===== config.mk =====
export PLATFORM = sky130hd
export DESIGN_NAME = inverter_frequency_programmer
export DESIGN_NICKNAME = d
export VERILOG_FILES = /design/src/design/ifp_pkg.sv /design/src/design/ifp_serial_div.sv /design/src/design/inverter_frequency_programmer.sv
export SDC_FILE = /design/constraint.sdc
export NUM_CORES = 1
export LEC_CHECK = 0
export BUFFER_PORTS_ARGS = -buffer_cell sky130_fd_sc_hd__buf_2
export CORE_ASPECT_RATIO = 0.6
export CORE_MARGIN = 4
export CORE_UTILIZATION = 56
export DETAILED_ROUTE_END_ITERATION = 7
export PLACE_DENSITY_LB_ADDON = 0.25
export SYNTH_ARGS = -nofsm -noshare
export SYNTH_HDL_FRONTEND = slang
export SYNTH_HIERARCHICAL = 1
export SYNTH_SLANG_ARGS = --single-unit

===== constraint.sdc =====
create_clock -name clk -period 8.3 [get_ports clk]
set_input_delay 0.415 -clock clk [delete_from_list [all_inputs] [get_ports clk]]
set_output_delay 0.415 -clock clk [all_outputs]
set_load 0.02 [all_outputs]

===== src/design/ifp_pkg.sv =====
// ---------------------------------------------------------------------------
// ifp_pkg
// Shared types and constants of the inverter frequency programmer.
// ---------------------------------------------------------------------------
`default_nettype none

package ifp_pkg;

    localparam int FREQ_WIDTH     = 32;
    localparam int ACHIEVED_WIDTH = 31;
    localparam int WRAP_WIDTH     = 16;
    localparam int LEVEL_WIDTH    = 15;
    localparam int DIV_WIDTH      = 33;
    localparam int CNT_WIDTH      = 6;
    localparam int CFG_IDX_WIDTH  = 3;

    localparam logic [WRAP_WIDTH-1:0] PERIOD_MAX = 16'd65535;
    localparam logic [WRAP_WIDTH-1:0] PERIOD_MIN = 16'd2;

    localparam logic [FREQ_WIDTH-1:0] RST_FREQ_MIN    = 32'd1;
    localparam logic [FREQ_WIDTH-1:0] RST_FREQ_MAX    = 32'd100000;
    localparam logic [FREQ_WIDTH-1:0] RST_DEFAULT     = 32'd1000;
    localparam logic [FREQ_WIDTH-1:0] RST_CLOCK       = 32'd125000000;
    localparam logic [FREQ_WIDTH-1:0] RST_TARGET      = 32'd1000;
    localparam logic [WRAP_WIDTH-1:0] RST_WRAP        = 16'd65535;

    localparam logic [1:0] CMD_INIT    = 2'd0;
    localparam logic [1:0] CMD_SETFREQ = 2'd1;
    localparam logic [1:0] CMD_ENABLE  = 2'd2;
    localparam logic [1:0] CMD_DISABLE = 2'd3;

    localparam logic [CFG_IDX_WIDTH-1:0] REG_FREQ_MIN = 3'd0;
    localparam logic [CFG_IDX_WIDTH-1:0] REG_FREQ_MAX = 3'd1;
    localparam logic [CFG_IDX_WIDTH-1:0] REG_DEFAULT  = 3'd2;
    localparam logic [CFG_IDX_WIDTH-1:0] REG_CLOCK    = 3'd3;
    localparam logic [CFG_IDX_WIDTH-1:0] REG_HEN_LVL  = 3'd4;
    localparam logic [CFG_IDX_WIDTH-1:0] REG_DIS_LVL  = 3'd5;

    typedef struct packed {
        logic [1:0]            command;
        logic [FREQ_WIDTH-1:0] freq_req;
    } cmd_t;

    typedef struct packed {
        logic                      running;
        logic [FREQ_WIDTH-1:0]     target_hz;
        logic [ACHIEVED_WIDTH-1:0] achieved_hz;
        logic [WRAP_WIDTH-1:0]     period_wrap;
        logic [LEVEL_WIDTH-1:0]    duty_level;
        logic                      hen_pin;
        logic                      dis_pin;
    } rsp_t;

    typedef enum logic [2:0] {
        ST_IDLE,
        ST_CLAMP,
        ST_START1,
        ST_DIV1,
        ST_START2,
        ST_DIV2,
        ST_DONE
    } state_t;

    function automatic logic [FREQ_WIDTH-1:0] clamp_freq(
        input logic [FREQ_WIDTH-1:0] f,
        input logic [FREQ_WIDTH-1:0] fmin,
        input logic [FREQ_WIDTH-1:0] fmax
    );
        logic [FREQ_WIDTH-1:0] r;
        if (f < fmin)
            r = fmin;
        else if (f > fmax)
            r = fmax;
        else
            r = f;
        return r;
    endfunction

endpackage

`default_nettype wire


===== src/design/ifp_serial_div.sv =====
// ---------------------------------------------------------------------------
// ifp_serial_div
// Restoring divider that produces one quotient bit per cycle.
// ---------------------------------------------------------------------------
`default_nettype none

module ifp_serial_div (
    input  wire logic                              clk,
    input  wire logic                              rst_n,
    input  wire logic                              start,
    input  wire logic [ifp_pkg::DIV_WIDTH-1:0]     dividend,
    input  wire logic [ifp_pkg::FREQ_WIDTH-1:0]    divisor,
    output logic                                   done,
    output logic [ifp_pkg::DIV_WIDTH-1:0]          quotient
);

    logic [ifp_pkg::FREQ_WIDTH-1:0] rem_reg, rem_next;
    logic [ifp_pkg::DIV_WIDTH-1:0]  quo_reg, quo_next;
    logic [ifp_pkg::FREQ_WIDTH-1:0] dvsr_reg, dvsr_next;
    logic [ifp_pkg::CNT_WIDTH-1:0]  cnt_reg, cnt_next;
    logic                           busy_reg, busy_next;
    logic                           done_reg, done_next;
    logic [ifp_pkg::DIV_WIDTH-1:0]  partial;
    logic [ifp_pkg::DIV_WIDTH:0]    diff;

    always_comb
    begin
        partial   = {rem_reg, quo_reg[ifp_pkg::DIV_WIDTH-1]};
        diff      = {1'b0, partial} - {2'b00, dvsr_reg};
        rem_next  = rem_reg;
        quo_next  = quo_reg;
        dvsr_next = dvsr_reg;
        cnt_next  = cnt_reg;
        busy_next = busy_reg;
        done_next = 1'b0;
        if (start)
        begin
            rem_next  = '0;
            quo_next  = dividend;
            dvsr_next = divisor;
            cnt_next  = ifp_pkg::CNT_WIDTH'(ifp_pkg::DIV_WIDTH);
            busy_next = 1'b1;
        end
        else if (busy_reg)
        begin
            quo_next = {quo_reg[ifp_pkg::DIV_WIDTH-2:0], ~diff[ifp_pkg::DIV_WIDTH]};
            if (diff[ifp_pkg::DIV_WIDTH])
                rem_next = partial[ifp_pkg::FREQ_WIDTH-1:0];
            else
                rem_next = diff[ifp_pkg::FREQ_WIDTH-1:0];
            cnt_next = cnt_reg - 1'b1;
            if (cnt_reg == ifp_pkg::CNT_WIDTH'(1))
            begin
                busy_next = 1'b0;
                done_next = 1'b1;
            end
        end
    end

    always_ff @(posedge clk or negedge rst_n)
    begin
        if (!rst_n)
        begin
            cnt_reg  <= '0;
            busy_reg <= 1'b0;
            done_reg <= 1'b0;
        end
        else
        begin
            cnt_reg  <= cnt_next;
            busy_reg <= busy_next;
            done_reg <= done_next;
        end
    end

    always_ff @(posedge clk)
    begin
        rem_reg  <= rem_next;
        quo_reg  <= quo_next;
        dvsr_reg <= dvsr_next;
    end

    assign done     = done_reg;
    assign quotient = quo_reg;

endmodule

`default_nettype wire


===== src/design/inverter_frequency_programmer.sv =====
// ---------------------------------------------------------------------------
// inverter_frequency_programmer
// Command-driven programmer of the inverter PWM period and gate pin levels.
// ---------------------------------------------------------------------------
// Each command transfer returns one status transfer. Init, disable, and set
// frequency while stopped skip the divider. For enable, and set frequency
// while running, the period and the achieved frequency come from two passes
// through one bit-serial divider that retires one quotient bit of its 33-bit
// dividend per cycle. A clamped frequency of zero skips the first division.
// One command is processed at a time; a finished status waits in an output
// register while the next command is taken.
// ---------------------------------------------------------------------------
`default_nettype none

module inverter_frequency_programmer (
    input  wire logic                                  clk,
    input  wire logic                                  rst_n,
    input  wire logic                                  cmd_valid,
    output logic                                       cmd_stall,
    input  wire ifp_pkg::cmd_t                         cmd,
    output logic                                       rsp_valid,
    input  wire logic                                  rsp_stall,
    output ifp_pkg::rsp_t                              rsp,
    input  wire logic                                  cfg_we,
    input  wire logic [ifp_pkg::CFG_IDX_WIDTH-1:0]     cfg_index,
    input  wire logic [ifp_pkg::FREQ_WIDTH-1:0]        cfg_data
);

    ifp_pkg::state_t state_reg, state_next;

    logic [ifp_pkg::FREQ_WIDTH-1:0]     fmin_reg, fmax_reg, dflt_reg, clock_reg;
    logic                               hen_lvl_reg, dis_lvl_reg;

    logic                               enabled_reg, enabled_next;
    logic [ifp_pkg::FREQ_WIDTH-1:0]     target_reg, target_next;
    logic [ifp_pkg::ACHIEVED_WIDTH-1:0] achieved_reg, achieved_next;
    logic [ifp_pkg::WRAP_WIDTH-1:0]     wrap_reg, wrap_next;
    logic [ifp_pkg::LEVEL_WIDTH-1:0]    level_reg, level_next;
    logic [ifp_pkg::FREQ_WIDTH-1:0]     freq_reg, freq_next;
    logic [ifp_pkg::WRAP_WIDTH-1:0]     period_reg, period_next;
    ifp_pkg::rsp_t                      rsp_reg, rsp_next;
    logic                               rsp_valid_reg, rsp_valid_next;

    logic                               div_start;
    logic [ifp_pkg::DIV_WIDTH-1:0]      div_dividend;
    logic [ifp_pkg::FREQ_WIDTH-1:0]     div_divisor;
    logic                               div_done;
    logic [ifp_pkg::DIV_WIDTH-1:0]      div_quotient;

    ifp_serial_div u_div (
        .clk      (clk),
        .rst_n    (rst_n),
        .start    (div_start),
        .dividend (div_dividend),
        .divisor  (div_divisor),
        .done     (div_done),
        .quotient (div_quotient)
    );

    always_comb
    begin
        state_next     = state_reg;
        enabled_next   = enabled_reg;
        target_next    = target_reg;
        achieved_next  = achieved_reg;
        wrap_next      = wrap_reg;
        level_next     = level_reg;
        freq_next      = freq_reg;
        period_next    = period_reg;
        rsp_next       = rsp_reg;
        rsp_valid_next = rsp_valid_reg;
        div_start      = 1'b0;
        div_dividend   = '0;
        div_divisor    = '0;

        if (rsp_valid_reg && !rsp_stall)
            rsp_valid_next = 1'b0;

        case (state_reg)
            ifp_pkg::ST_IDLE:
            begin
                if (cmd_valid)
                begin
                    case (cmd.command)
                        ifp_pkg::CMD_INIT:
                        begin
                            target_next   = ifp_pkg::clamp_freq(dflt_reg, fmin_reg, fmax_reg);
                            enabled_next  = 1'b0;
                            achieved_next = '0;
                            state_next    = ifp_pkg::ST_DONE;
                        end
                        ifp_pkg::CMD_SETFREQ:
                        begin
                            target_next = ifp_pkg::clamp_freq(cmd.freq_req, fmin_reg,
                                                              fmax_reg);
                            if (enabled_reg)
                                state_next = ifp_pkg::ST_CLAMP;
                            else
                                state_next = ifp_pkg::ST_DONE;
                        end
                        ifp_pkg::CMD_ENABLE:
                        begin
                            state_next = ifp_pkg::ST_CLAMP;
                        end
                        default:
                        begin
                            enabled_next  = 1'b0;
                            achieved_next = '0;
                            state_next    = ifp_pkg::ST_DONE;
                        end
                    endcase
                end
            end
            ifp_pkg::ST_CLAMP:
            begin
                freq_next  = ifp_pkg::clamp_freq(target_reg, fmin_reg, fmax_reg);
                state_next = ifp_pkg::ST_START1;
            end
            ifp_pkg::ST_START1:
            begin
                if (freq_reg == '0)
                begin
                    period_next = ifp_pkg::PERIOD_MAX;
                    state_next  = ifp_pkg::ST_START2;
                end
                else
                begin
                    div_start    = 1'b1;
                    div_dividend = {1'b0, clock_reg} + {2'b00, freq_reg[ifp_pkg::FREQ_WIDTH-1:1]};
                    div_divisor  = freq_reg;
                    state_next   = ifp_pkg::ST_DIV1;
                end
            end
            ifp_pkg::ST_DIV1:
            begin
                if (div_done)
                begin
                    if (div_quotient[ifp_pkg::DIV_WIDTH-1:ifp_pkg::WRAP_WIDTH] != '0)
                        period_next = ifp_pkg::PERIOD_MAX;
                    else if (div_quotient[ifp_pkg::WRAP_WIDTH-1:0] < ifp_pkg::PERIOD_MIN)
                        period_next = ifp_pkg::PERIOD_MIN;
                    else
                        period_next = div_quotient[ifp_pkg::WRAP_WIDTH-1:0];
                    state_next = ifp_pkg::ST_START2;
                end
            end
            ifp_pkg::ST_START2:
            begin
                div_start    = 1'b1;
                div_dividend = {1'b0, clock_reg};
                div_divisor  = {{(ifp_pkg::FREQ_WIDTH-ifp_pkg::WRAP_WIDTH){1'b0}}, period_reg};
                state_next   = ifp_pkg::ST_DIV2;
            end
            ifp_pkg::ST_DIV2:
            begin
                if (div_done)
                begin
                    achieved_next = div_quotient[ifp_pkg::ACHIEVED_WIDTH-1:0];
                    wrap_next     = period_reg - 1'b1;
                    level_next    = period_reg[ifp_pkg::WRAP_WIDTH-1:1];
                    enabled_next  = 1'b1;
                    state_next    = ifp_pkg::ST_DONE;
                end
            end
            ifp_pkg::ST_DONE:
            begin
                if (!rsp_valid_reg || !rsp_stall)
                begin
                    rsp_next.running     = enabled_reg;
                    rsp_next.target_hz   = target_reg;
                    rsp_next.achieved_hz = achieved_reg;
                    rsp_next.period_wrap = wrap_reg;
                    rsp_next.duty_level  = level_reg;
                    rsp_next.hen_pin     = enabled_reg ? hen_lvl_reg : ~hen_lvl_reg;
                    rsp_next.dis_pin     = enabled_reg ? ~dis_lvl_reg : dis_lvl_reg;
                    rsp_valid_next       = 1'b1;
                    state_next           = ifp_pkg::ST_IDLE;
                end
            end
            default:
            begin
                state_next = ifp_pkg::ST_IDLE;
            end
        endcase
    end

    always_ff @(posedge clk or negedge rst_n)
    begin
        if (!rst_n)
        begin
            state_reg     <= ifp_pkg::ST_IDLE;
            enabled_reg   <= 1'b0;
            target_reg    <= ifp_pkg::RST_TARGET;
            achieved_reg  <= '0;
            wrap_reg      <= ifp_pkg::RST_WRAP;
            level_reg     <= '0;
            rsp_valid_reg <= 1'b0;
        end
        else
        begin
            state_reg     <= state_next;
            enabled_reg   <= enabled_next;
            target_reg    <= target_next;
            achieved_reg  <= achieved_next;
            wrap_reg      <= wrap_next;
            level_reg     <= level_next;
            rsp_valid_reg <= rsp_valid_next;
        end
    end

    always_ff @(posedge clk)
    begin
        freq_reg   <= freq_next;
        period_reg <= period_next;
        rsp_reg    <= rsp_next;
    end

    always_ff @(posedge clk or negedge rst_n)
    begin
        if (!rst_n)
        begin
            fmin_reg    <= ifp_pkg::RST_FREQ_MIN;
            fmax_reg    <= ifp_pkg::RST_FREQ_MAX;
            dflt_reg    <= ifp_pkg::RST_DEFAULT;
            clock_reg   <= ifp_pkg::RST_CLOCK;
            hen_lvl_reg <= 1'b1;
            dis_lvl_reg <= 1'b1;
        end
        else if (cfg_we)
        begin
            case (cfg_index)
                ifp_pkg::REG_FREQ_MIN: fmin_reg    <= cfg_data;
                ifp_pkg::REG_FREQ_MAX: fmax_reg    <= cfg_data;
                ifp_pkg::REG_DEFAULT:  dflt_reg    <= cfg_data;
                ifp_pkg::REG_CLOCK:    clock_reg   <= cfg_data;
                ifp_pkg::REG_HEN_LVL:  hen_lvl_reg <= cfg_data[0];
                ifp_pkg::REG_DIS_LVL:  dis_lvl_reg <= cfg_data[0];
                default:               ;
            endcase
        end
    end

    assign cmd_stall = (state_reg != ifp_pkg::ST_IDLE);
    assign rsp_valid = rsp_valid_reg;
    assign rsp       = rsp_reg;

    // An accepted command always leaves the idle state.
    a_cmd_leaves_idle: assert property (@(posedge clk) disable iff (!rst_n)
        (cmd_valid && !cmd_stall) |=> (state_reg != ifp_pkg::ST_IDLE))
        else $error("accepted command did not start processing");

    // The divider only finishes while a division is awaited.
    a_div_done_expected: assert property (@(posedge clk) disable iff (!rst_n)
        div_done |-> (state_reg == ifp_pkg::ST_DIV1 || state_reg == ifp_pkg::ST_DIV2))
        else $error("divider finished outside a division step");

    // The second division never sees a period below the minimum.
    a_period_floor: assert property (@(posedge clk) disable iff (!rst_n)
        (state_reg == ifp_pkg::ST_DIV2) |-> (period_reg >= ifp_pkg::PERIOD_MIN))
        else $error("period below minimum");

    // A stopped status always reports zero achieved frequency.
    a_stopped_zero: assert property (@(posedge clk) disable iff (!rst_n)
        (rsp_valid && !rsp.running) |-> (rsp.achieved_hz == '0))
        else $error("stopped status with nonzero achieved frequency");

endmodule

`default_nettype wire


Word level (Yosys, flattened, before mapping)
Index checks and enable logic that the tools add are counted.
{ "classes": {"mux": 50, "reduce_logical": 27, "bitwise_logic": 3, "eq_ne": 20, "n_lt_le_gt_ge": 7, "addsub": 4} }
{ "op_table": {"columns": ["operator", "count"], "rows": [
  ["32-bit 2-to-1 mux", 8],
  ["32-bit case mux with 2 select lines", 2],
  ["33-bit 2-to-1 mux", 3],
  ["32-bit > comparator", 3],
  ["32-bit < comparator", 3],
  ["31-bit 2-to-1 mux", 3],
  ["33-bit case mux with 2 select lines", 1],
  ["16-bit 2-to-1 mux", 4],
  ["31-bit case mux with 2 select lines", 1],
  ["33-bit by 32-bit subtractor with 34-bit output", 1],
  ["32-bit by 31-bit adder with 33-bit output", 1],
  ["32-bit logical NOT", 1],
  ["16-bit case mux with 2 select lines", 1],
  ["3-bit case mux with 7 select lines", 1],
  ["3-bit 2-to-1 mux", 6],
  ["17-bit nonzero test", 1],
  ["16-bit by 2-bit < comparator with 1-bit output, second input constant", 1],
  ["2-bit AND reduction", 8],
  ["16-bit by 1-bit subtractor with 16-bit output, second input constant", 1],
  ["3-bit equality test, second input constant", 5],
  ["1-bit 2-to-1 mux", 15],
  ["3-bit by 2-bit equality test with 1-bit output, second input constant", 4],
  ["6-bit 2-to-1 mux", 2],
  ["2-bit != test, second input constant", 4],
  ["19 further kinds", 31]
]} }
{ "word_totals": {"ff_bits": 479, "input_bits": 74, "wordCells": 139, "out_inout_bits": 99} }

Depth between registers and ports, before layout
Gate-level depths: netlist of run 1.
{ "logic_depth": {"word_depth": 5, "depth_mapped": 13, "depth_no_buf": 12} }

Cells and area by module
Netlist of run 1, hierarchy kept.
{ "by_module_without_submodules": {"columns": ["module", "cells_each", "area_each_um2", "seq_area_each_um2", "n_inst"], "rows": [
  ["inverter_frequency_programmer", 1993, 21675.8, 10147.2, 1],
  ["ifp_serial_div", 603, 6090.8, 2792.7, 1]
]} }

Worst setup path after synthesis of run 1
OpenSTA, ideal clock, no wires.
{ "synth_timing": {"path_type": "register to register", "from": "register state_reg[0]", "to": "register rsp_reg (netlist bit rsp[0]), enable pin", "stages_incl_launch_ff": 4, "required_time_ps": 7715, "setup_time_ps": 585, "arrival_time_ps": 5523, "n_path_buf": 1, "slack_ps": 2192, "path_cell_list": "dfrtp_1 -> clkbuf_1 -> nand3b_1 -> a21oi_1"} }
{ "synth_via": {"elab_chain_cells": 2} }
{ "synth_lines": {"columns": ["element", "line_no", "source"], "rows": [
  ["from (decl)", "inverter_frequency_programmer.sv:29", "ifp_pkg::state_t state_reg, state_next;"],
  ["from (signal assigned)", "inverter_frequency_programmer.sv:191", "state_reg <= ifp_pkg::ST_IDLE;"],
  ["from (signal assigned)", "inverter_frequency_programmer.sv:201", "state_reg <= state_next;"],
  ["3-bit equality test", "inverter_frequency_programmer.sv:79", "case (state_reg)"],
  ["2-bit AND reduction (no source line)", null, null],
  ["to (signal assigned)", "inverter_frequency_programmer.sv:215", "rsp_reg <= rsp_next;"],
  ["to (decl)", "inverter_frequency_programmer.sv:41", "ifp_pkg::rsp_t rsp_reg, rsp_next;"]
]} }
No other way between the ends.
A chain may end at the register's enable or synchronous reset.

Worst setup path after layout of run 1
{ "layout_timing": {"from": "register fmin_reg[1] (netlist name)", "to": "register freq_reg[0] (netlist name), data pin"} }
{ "layout_via": {"elab_chain_cells": 2} }
{ "layout_lines": {"columns": ["element", "line_no", "source"], "rows": [
  ["from (decl)", "inverter_frequency_programmer.sv:31", "logic [ifp_pkg::FREQ_WIDTH-1:0] fmin_reg, fmax_reg, dflt_reg, clock_reg;"],
  ["from (signal assigned)", "inverter_frequency_programmer.sv:222", "fmin_reg <= ifp_pkg::RST_FREQ_MIN;"],
  ["from (signal assigned)", "inverter_frequency_programmer.sv:232", "ifp_pkg::REG_FREQ_MIN: fmin_reg <= cfg_data;"],
  ["32-bit < comparator", "ifp_pkg.sv:70", "if (f < fmin)"],
  ["32-bit 2-to-1 mux", "ifp_pkg.sv:70", null],
  ["to (signal assigned)", "inverter_frequency_programmer.sv:213", "freq_reg <= freq_next;"],
  ["to (decl)", "inverter_frequency_programmer.sv:39", "logic [ifp_pkg::FREQ_WIDTH-1:0] freq_reg, freq_next;"]
]} }
No other way between the ends.

==> reports/results.ini, run 1 <==
[floorplan]
boundaryPins=173
die_w_um=295
die_area_um2=53300
starting_utilization_of_the_core_area=0.574
cell_row_count=62
core_region_area_um2=48400
die_y_um=180

[sta]
timing.slew.headroom=0.125
setup_viol=0
hold_ws_ps=86.8
unrepaired_setup_endpoints_after_global_routing=no
finalHoldViolCount=0
final_min_period_over_clock_period=0.555
report.final.slew_viol_count=0
max_freq_mhz=217
worst-slew-pin-transition_ps=1310
timing.clock.skew_ps=37.3
setup_total_negative_slack_ps=0
min_period_ps=4610

[logic_synthesis]
yosysUniqueCellTypes=85
main_combinational_cell_family_by_area_after_synthesis=compound AO/OA/AOI/OAI gates
post_synth_fa_ha_maj_area_fraction=0.118
synth-xor-area-share=0.0186
netlist_top_cells_area=edfxtp_1 23%, dfrtp_1 17%, ha_1 12%, dfstp_2 4.7%, mux2i_1 4.5%
post_synth_instance_area_um2=27800
synth_enable_flop_cells=210
syn_nets=2930
syn_inst=2596
yosys-mux-area-fraction=0.0872
synthDominantAreaCellType=edfxtp_1
syn-mean-instance-area_um2=10.7
postSynth.topFlopCell=edfxtp_1
yosys_register_bits=479
synthDominantCellAreaShare=0.227
synthArstFlopShare=0.495
seq_area_frac_synth=0.466
synth_compound_area_frac=0.165
ys.warnings.count=6
synthSimpleGateAreaFrac=0.111

[global_route]
grt_pass1_vias=21100
antenna_found_initial=1
groute.usage.overall=0.309
grt_first_pass_wirelength_um=128000
grt_start_max_net_pins=152
grt.overflow.total=0

[route]
vias_per_cell=6.46
detailroute.via_count=22000
finalWirelength_um=83500
drtAntennaViolNets=0
route.detailed.wl_per_inst_um=24.6
drt_pass1_iterations=7
drt_first_iter_violations=2464
remaining_drc_errors=0

[worst_setup_path]
timing.critical_path.cells=inv_1, ha_1, a21o_1, a211oi_1, o21bai_1, a2111oi_0, o21ai_1, a221o_1, a211oi_4, buf_4, mux2_2
cp.arrival_ps=4950
crit_required_ps=8640
endpoint_kind=flip-flop
timing.critical_path.from=fmin_reg[1]
rr_startpoint=fmin_reg[1]
worstSetupPathType=flip-flop to flip-flop
crit_slowest_cell=a211oi_4
startpoint_type=flip-flop
slowest_delay_ps=770
crit_path_max_fanout=21

[placed_design]
place_congestion=0.993
hpwl_um=60300
port_buffers=172
detailed_place.area_um2=29300

[pwr]
power.net_switching_w=0.00513
peakVddDrop_mv=0.172
pwr-share-clk=0.176
p_sw_frac=0.430
power_density_cells_nw_per_um2=388
sequentialPowerShare=0.341
power.internal_w=0.00681
pwr-share-comb=0.483
cellLeakagePower_nw=13.6

[run_status]
outcome=completed

[clock_network]
cts.sink_count=479
cts_tree=done
clock_tree.root_cell=clkbuf_16
clk_pin_slew_ps=70
hold_buffers=1
max-clock-path-buffers=3
h-tree-depth=2
worst_skew_pair_latency_ps=600
ctsResizeCount=0
cts_inserted_buffers=45
post_cts_buffers=0

[layout]
mostFrequentLayoutCell=ha_1
utilization=0.635
fillCellCount=3909
final_layout_size_suffix_gt1_frac=0.170
areaGrowthSynthToFinish_pct=10.8
largest_reg_flops=97
diodes=0
fin_nets=3058
finalInstanceArea_um2=30800
area_of_the_multi_input_gates_um2=14000
ff_latch_area_um2=12900
mostFrequentLayoutCells=258 x ha_1, 255 x nand2_1, 210 x edfxtp_1, 186 x dfrtp_1, 180 x a21oi_1

[run]
total_of_max_cap_violations=0

[worst_hold_path]
holdCritStartpoint=cfg_data[7]
worst_hold_path_type=primary input to flip-flop

-- per-layer routing --
metal  GRT usage  up-vias  part of all wire
met5           0        -           0.00016
met4      0.0709        2             0.022
met3      0.0678      137              0.10
met2       0.427     1112              0.41
met1       0.490    10800              0.47
li1            -     9945                 -
-- critical path, delay by kind of cell (launching register included) --
| kind | cells | cell delay [ps] |
|---|---|---|
| AO/OA/AOI/OAI | 7 | 2570 |
| buffers and inverters | 2 | 720 |
| multiplexers | 1 | 400 |
| flip-flops | 1 | 380 |
| adder cells (fa/ha/maj) | 1 | 260 |
-- synth_stat cells (15+ instances only) --
cell type / count
a211oi_1: 17
a21o_1: 56
a21oi_1: 182
a221o_1: 36
a22o_1: 74
a311oi_1: 24
a31oi_1: 15
and2_1: 22
clkbuf_1: 85
dfrtp_1: 187
dfstp_2: 50
dfxtp_1: 32
edfxtp_1: 210
ha_1: 258
inv_1: 124
mux2_2: 103
mux2i_1: 126
nand2_1: 255
nand2b_1: 28
nand3_1: 38
nand4_1: 43
nor2_1: 132
nor3_1: 29
nor4_1: 25
o211ai_1: 16
o21ai_0: 167
xnor2_1: 38
xor2_1: 21
-- final timing paths --
check | depth (start not counted) | slack, ps | to
max in group asynchronous | 3 | 6520 | fmax_reg[6]
worst max-delay path | 11 | 3690 | freq_reg[0]
min in group asynchronous | 2 | 410 | dflt_reg[21]
worst min register to register | 0 | 450 | rsp[56]
worst min-delay path | 3 | 90 | fmax_reg[7]
worst max register to register | 11 | 3690 | freq_reg[0]
-- power groups by stage --
stage | clock, W | combinational (W) | sequential (W)
3_5_place_dp | 0 | 0.00560 | 0.00408
2_1_floorplan | 0 | 0.00407 | 0.00399
6_report | 0.00211 | 0.00577 | 0.00407
3_3_place_gp | 0 | 0.00547 | 0.00406
5_1_grt | 0.00224 | 0.00629 | 0.00413
4_1_cts | 0.00214 | 0.00565 | 0.00405
-- metrics by stage --
stage / std cells / setup WS, ps / total power, W
after floorplan: 2596 / 2190 / 0.00805
after CTS: 3401 / 3800 / 0.0118
after global placement: 3316 / 3920 / 0.00953
final: 3401 / 3690 / 0.0119
after detailed placement: 3316 / 3800 / 0.00968
after global routing: 3401 / 3550 / 0.0127
-- cells by family (layout without fill, tap and decap cells) --
kind of cell / Yosys count / count (layout)
compound gates: 685 / 685
xor+xnor: 59 / 59
fa+ha+maj: 260 / 260
buf+inv: 239 / 404
flops: 479 / 479
mux: 229 / 229
simple gates: 645 / 645
-- final cells by class --
type / instances / area share
multi-input cells: 1878 / 0.455
flip-flops and latches: 479 / 0.421
clock buffers: 53 / 0.0389
repair buffers: 196 / 0.0347
well taps: 640 / 0.0260
inverters: 124 / 0.0151
clock inverters: 31 / 0.00932
No activity file was read; power rests on OpenSTA's default activity.
==> run 2, diff against run 1 <==
- clock period: 8.3 -> 4.5 ns (I/O delays scaled with it)
==> reports/results.ini, run 2 (synthesis gave the netlist of run 1 again) <==
[run_status]
outcome=completed

[pwr]
power.internal_w=0.0128
power_density_cells_nw_per_um2=712
pwr-share-comb=0.484
pwr-share-clk=0.177
p_sw_frac=0.426
sequentialPowerShare=0.338
peakVddDrop_mv=0.422
cellLeakagePower_nw=13.8
power.net_switching_w=0.00948

[floorplan]
die_area_um2=53300
die_y_um=180
core_region_area_um2=48400
cell_row_count=62
die_w_um=295
boundaryPins=173
starting_utilization_of_the_core_area=0.574

[global_route]
grt_pass1_vias=21600
grt.overflow.total=0
grt_start_max_net_pins=106
antenna_found_initial=1
grt_first_pass_wirelength_um=129000
groute.usage.overall=0.312

[clock_network]
clock_tree.root_cell=clkbuf_16
cts_tree=done
worst_skew_pair_latency_ps=600
h-tree-depth=2
post_cts_buffers=0
clk_pin_slew_ps=70
cts_inserted_buffers=46
max-clock-path-buffers=3
cts.sink_count=479
ctsResizeCount=0

[layout]
areaGrowthSynthToFinish_pct=12.6
fin_nets=3108
largest_reg_flops=97
fillCellCount=3893
mostFrequentLayoutCell=ha_1
area_of_the_multi_input_gates_um2=14000
ff_latch_area_um2=12900
post_layout_nonfiller_instances=3453
final_layout_size_suffix_gt1_frac=0.170
mostFrequentLayoutCells=258 x ha_1, 255 x nand2_1, 210 x edfxtp_1, 186 x dfrtp_1, 180 x a21oi_1

[worst_setup_path]
crit_required_ps=4980
reg2regPathDepth=12
rr_endpoint=target_reg[0]
slowest_delay_ps=850
timing.reg2reg.setup_slack_ps=210
rr_startpoint=fmax_reg[15]
crit_slowest_cell=nor3_1
worstSetupPathType=flip-flop to flip-flop
cp.arrival_ps=4770
endpoint_kind=flip-flop
crit_path_max_fanout=17
startpoint_type=flip-flop
timing.critical_path.cells=inv_1, ha_1, nand4_1, nor3_1, a21boi_0, o41ai_1, o211ai_1, o21ai_4, buf_12, mux2i_1, o32ai_1, a221o_1

[worst_hold_path]
holdPathEnd=target_reg[19]
holdCritStartpoint=cmd[19]
worst_hold_path_type=primary input to flip-flop
whs_path_depth=4

[sta]
finalHoldViolCount=0
max_freq_mhz=233
setup_viol=0
min_period_ps=4290
setup_total_negative_slack_ps=0
timing.slew.headroom=0.219
report.final.slew_viol_count=0
worst-slew-pin-transition_ps=1170
timing.clock.skew_ps=28.1
unrepaired_setup_endpoints_after_global_routing=no
final_min_period_over_clock_period=0.954

[placed_design]
post_place_cells=3332
place_congestion=1.01
port_buffers=172
hpwl_um=61800

[route]
drt_pass1_iterations=5
finalWirelength_um=84900
detailroute.via_count=22200
remaining_drc_errors=0
route.detailed.wl_per_inst_um=24.6
drtAntennaViolNets=0
drt_first_iter_violations=2608
vias_per_cell=6.43

[run]
total_of_max_cap_violations=0

==> run 2: changes by cell type in the layout (fill, tap and decap cells not counted), moves of 2 or more <==
cell	delta
dlygate4sd3_1	+33
buf_4	+13
clkbuf_8	+7
clkinv_4	-2
clkinvlp_4	-4
buf_12	+3
clkinv_2	-6
inv_6	-2
clkbuf_1	+10
==> run 2: metrics by stage <==
step | hold slack (ps) | total power, W | setup WS (ps) | utilization | instance area [µm²]
after floorplan | -70.6 | 0.0148 | 573 | - | 27800
after global placement | 354 | 0.0177 | 490 | 0.608 | 29400
after detailed placement | 374 | 0.0180 | 502 | 0.608 | 29400
after CTS | 79.0 | 0.0220 | 472 | 0.646 | 31300
after global routing | 131 | 0.0236 | 229 | 0.646 | 31300
final | 98.6 | 0.0223 | 206 | 0.646 | 31300
==> run 2: area by class of cell <==
cell class,instances,share of cell area
sequential,479,0.414
antenna,1,0.0000800
clock inverter,15,0.00472
clock buffer,71,0.0433
multi-input combinational,1878,0.448
tap,640,0.0256
inverter,124,0.0149
timing repair buffer,245,0.0497
==> run 2: critical path, delay by kind of cell (launching register included) <==
family | cells | cell delay (ps)
adders and majority gates | 1 | 330
buffers and inverters | 2 | 420
and+or+nand+nor | 2 | 1070
muxes | 1 | 180
AOI/OAI and AO/OA | 6 | 1590
DFF | 1 | 550
==> run 2: power by group through the flow <==
stage / Sequential (W) / Clock [W] / Combinational [W]
floorplan: 0.00733 / 0 / 0.00751
global placement: 0.00751 / 0 / 0.0102
finish: 0.00753 / 0.00395 / 0.0108
global route: 0.00765 / 0.00418 / 0.0117
detailed placement: 0.00755 / 0 / 0.0104
CTS: 0.00749 / 0.00399 / 0.0105
==> run 2: timing repair <==
| action | CTS | global route |
|---|---|---|
| hold buffers | 34 | 0 |
| hold endpoints to repair | 206 | 0 |
| endpoints found under the setup margin | 0 | 0 |
==> run 2: layer usage <==
layer,GRT usage,vias to the layer above,wire length [µm]
li1,-,10100,-
met1,0.476,10800,38100
met2,0.438,1215,34300
met3,0.0819,168,9980
met4,0.0858,0,2550
met5,0.000903,-,0
==> run 2: how the worst max path moves through the flow <==
stage               slack [ps]  cells past startpoint             end    startpoint
floorplan                  570                      3          rsp[0]  state_reg[0]
global placement           490                     12  target_reg[17]  fmax_reg[15]
detailed placement         500                     12   target_reg[0]  fmax_reg[15]
CTS                        470                     12   target_reg[0]  fmax_reg[15]
global route               230                     11     freq_reg[1]   fmin_reg[1]
finish                     210                     12   target_reg[0]  fmax_reg[15]
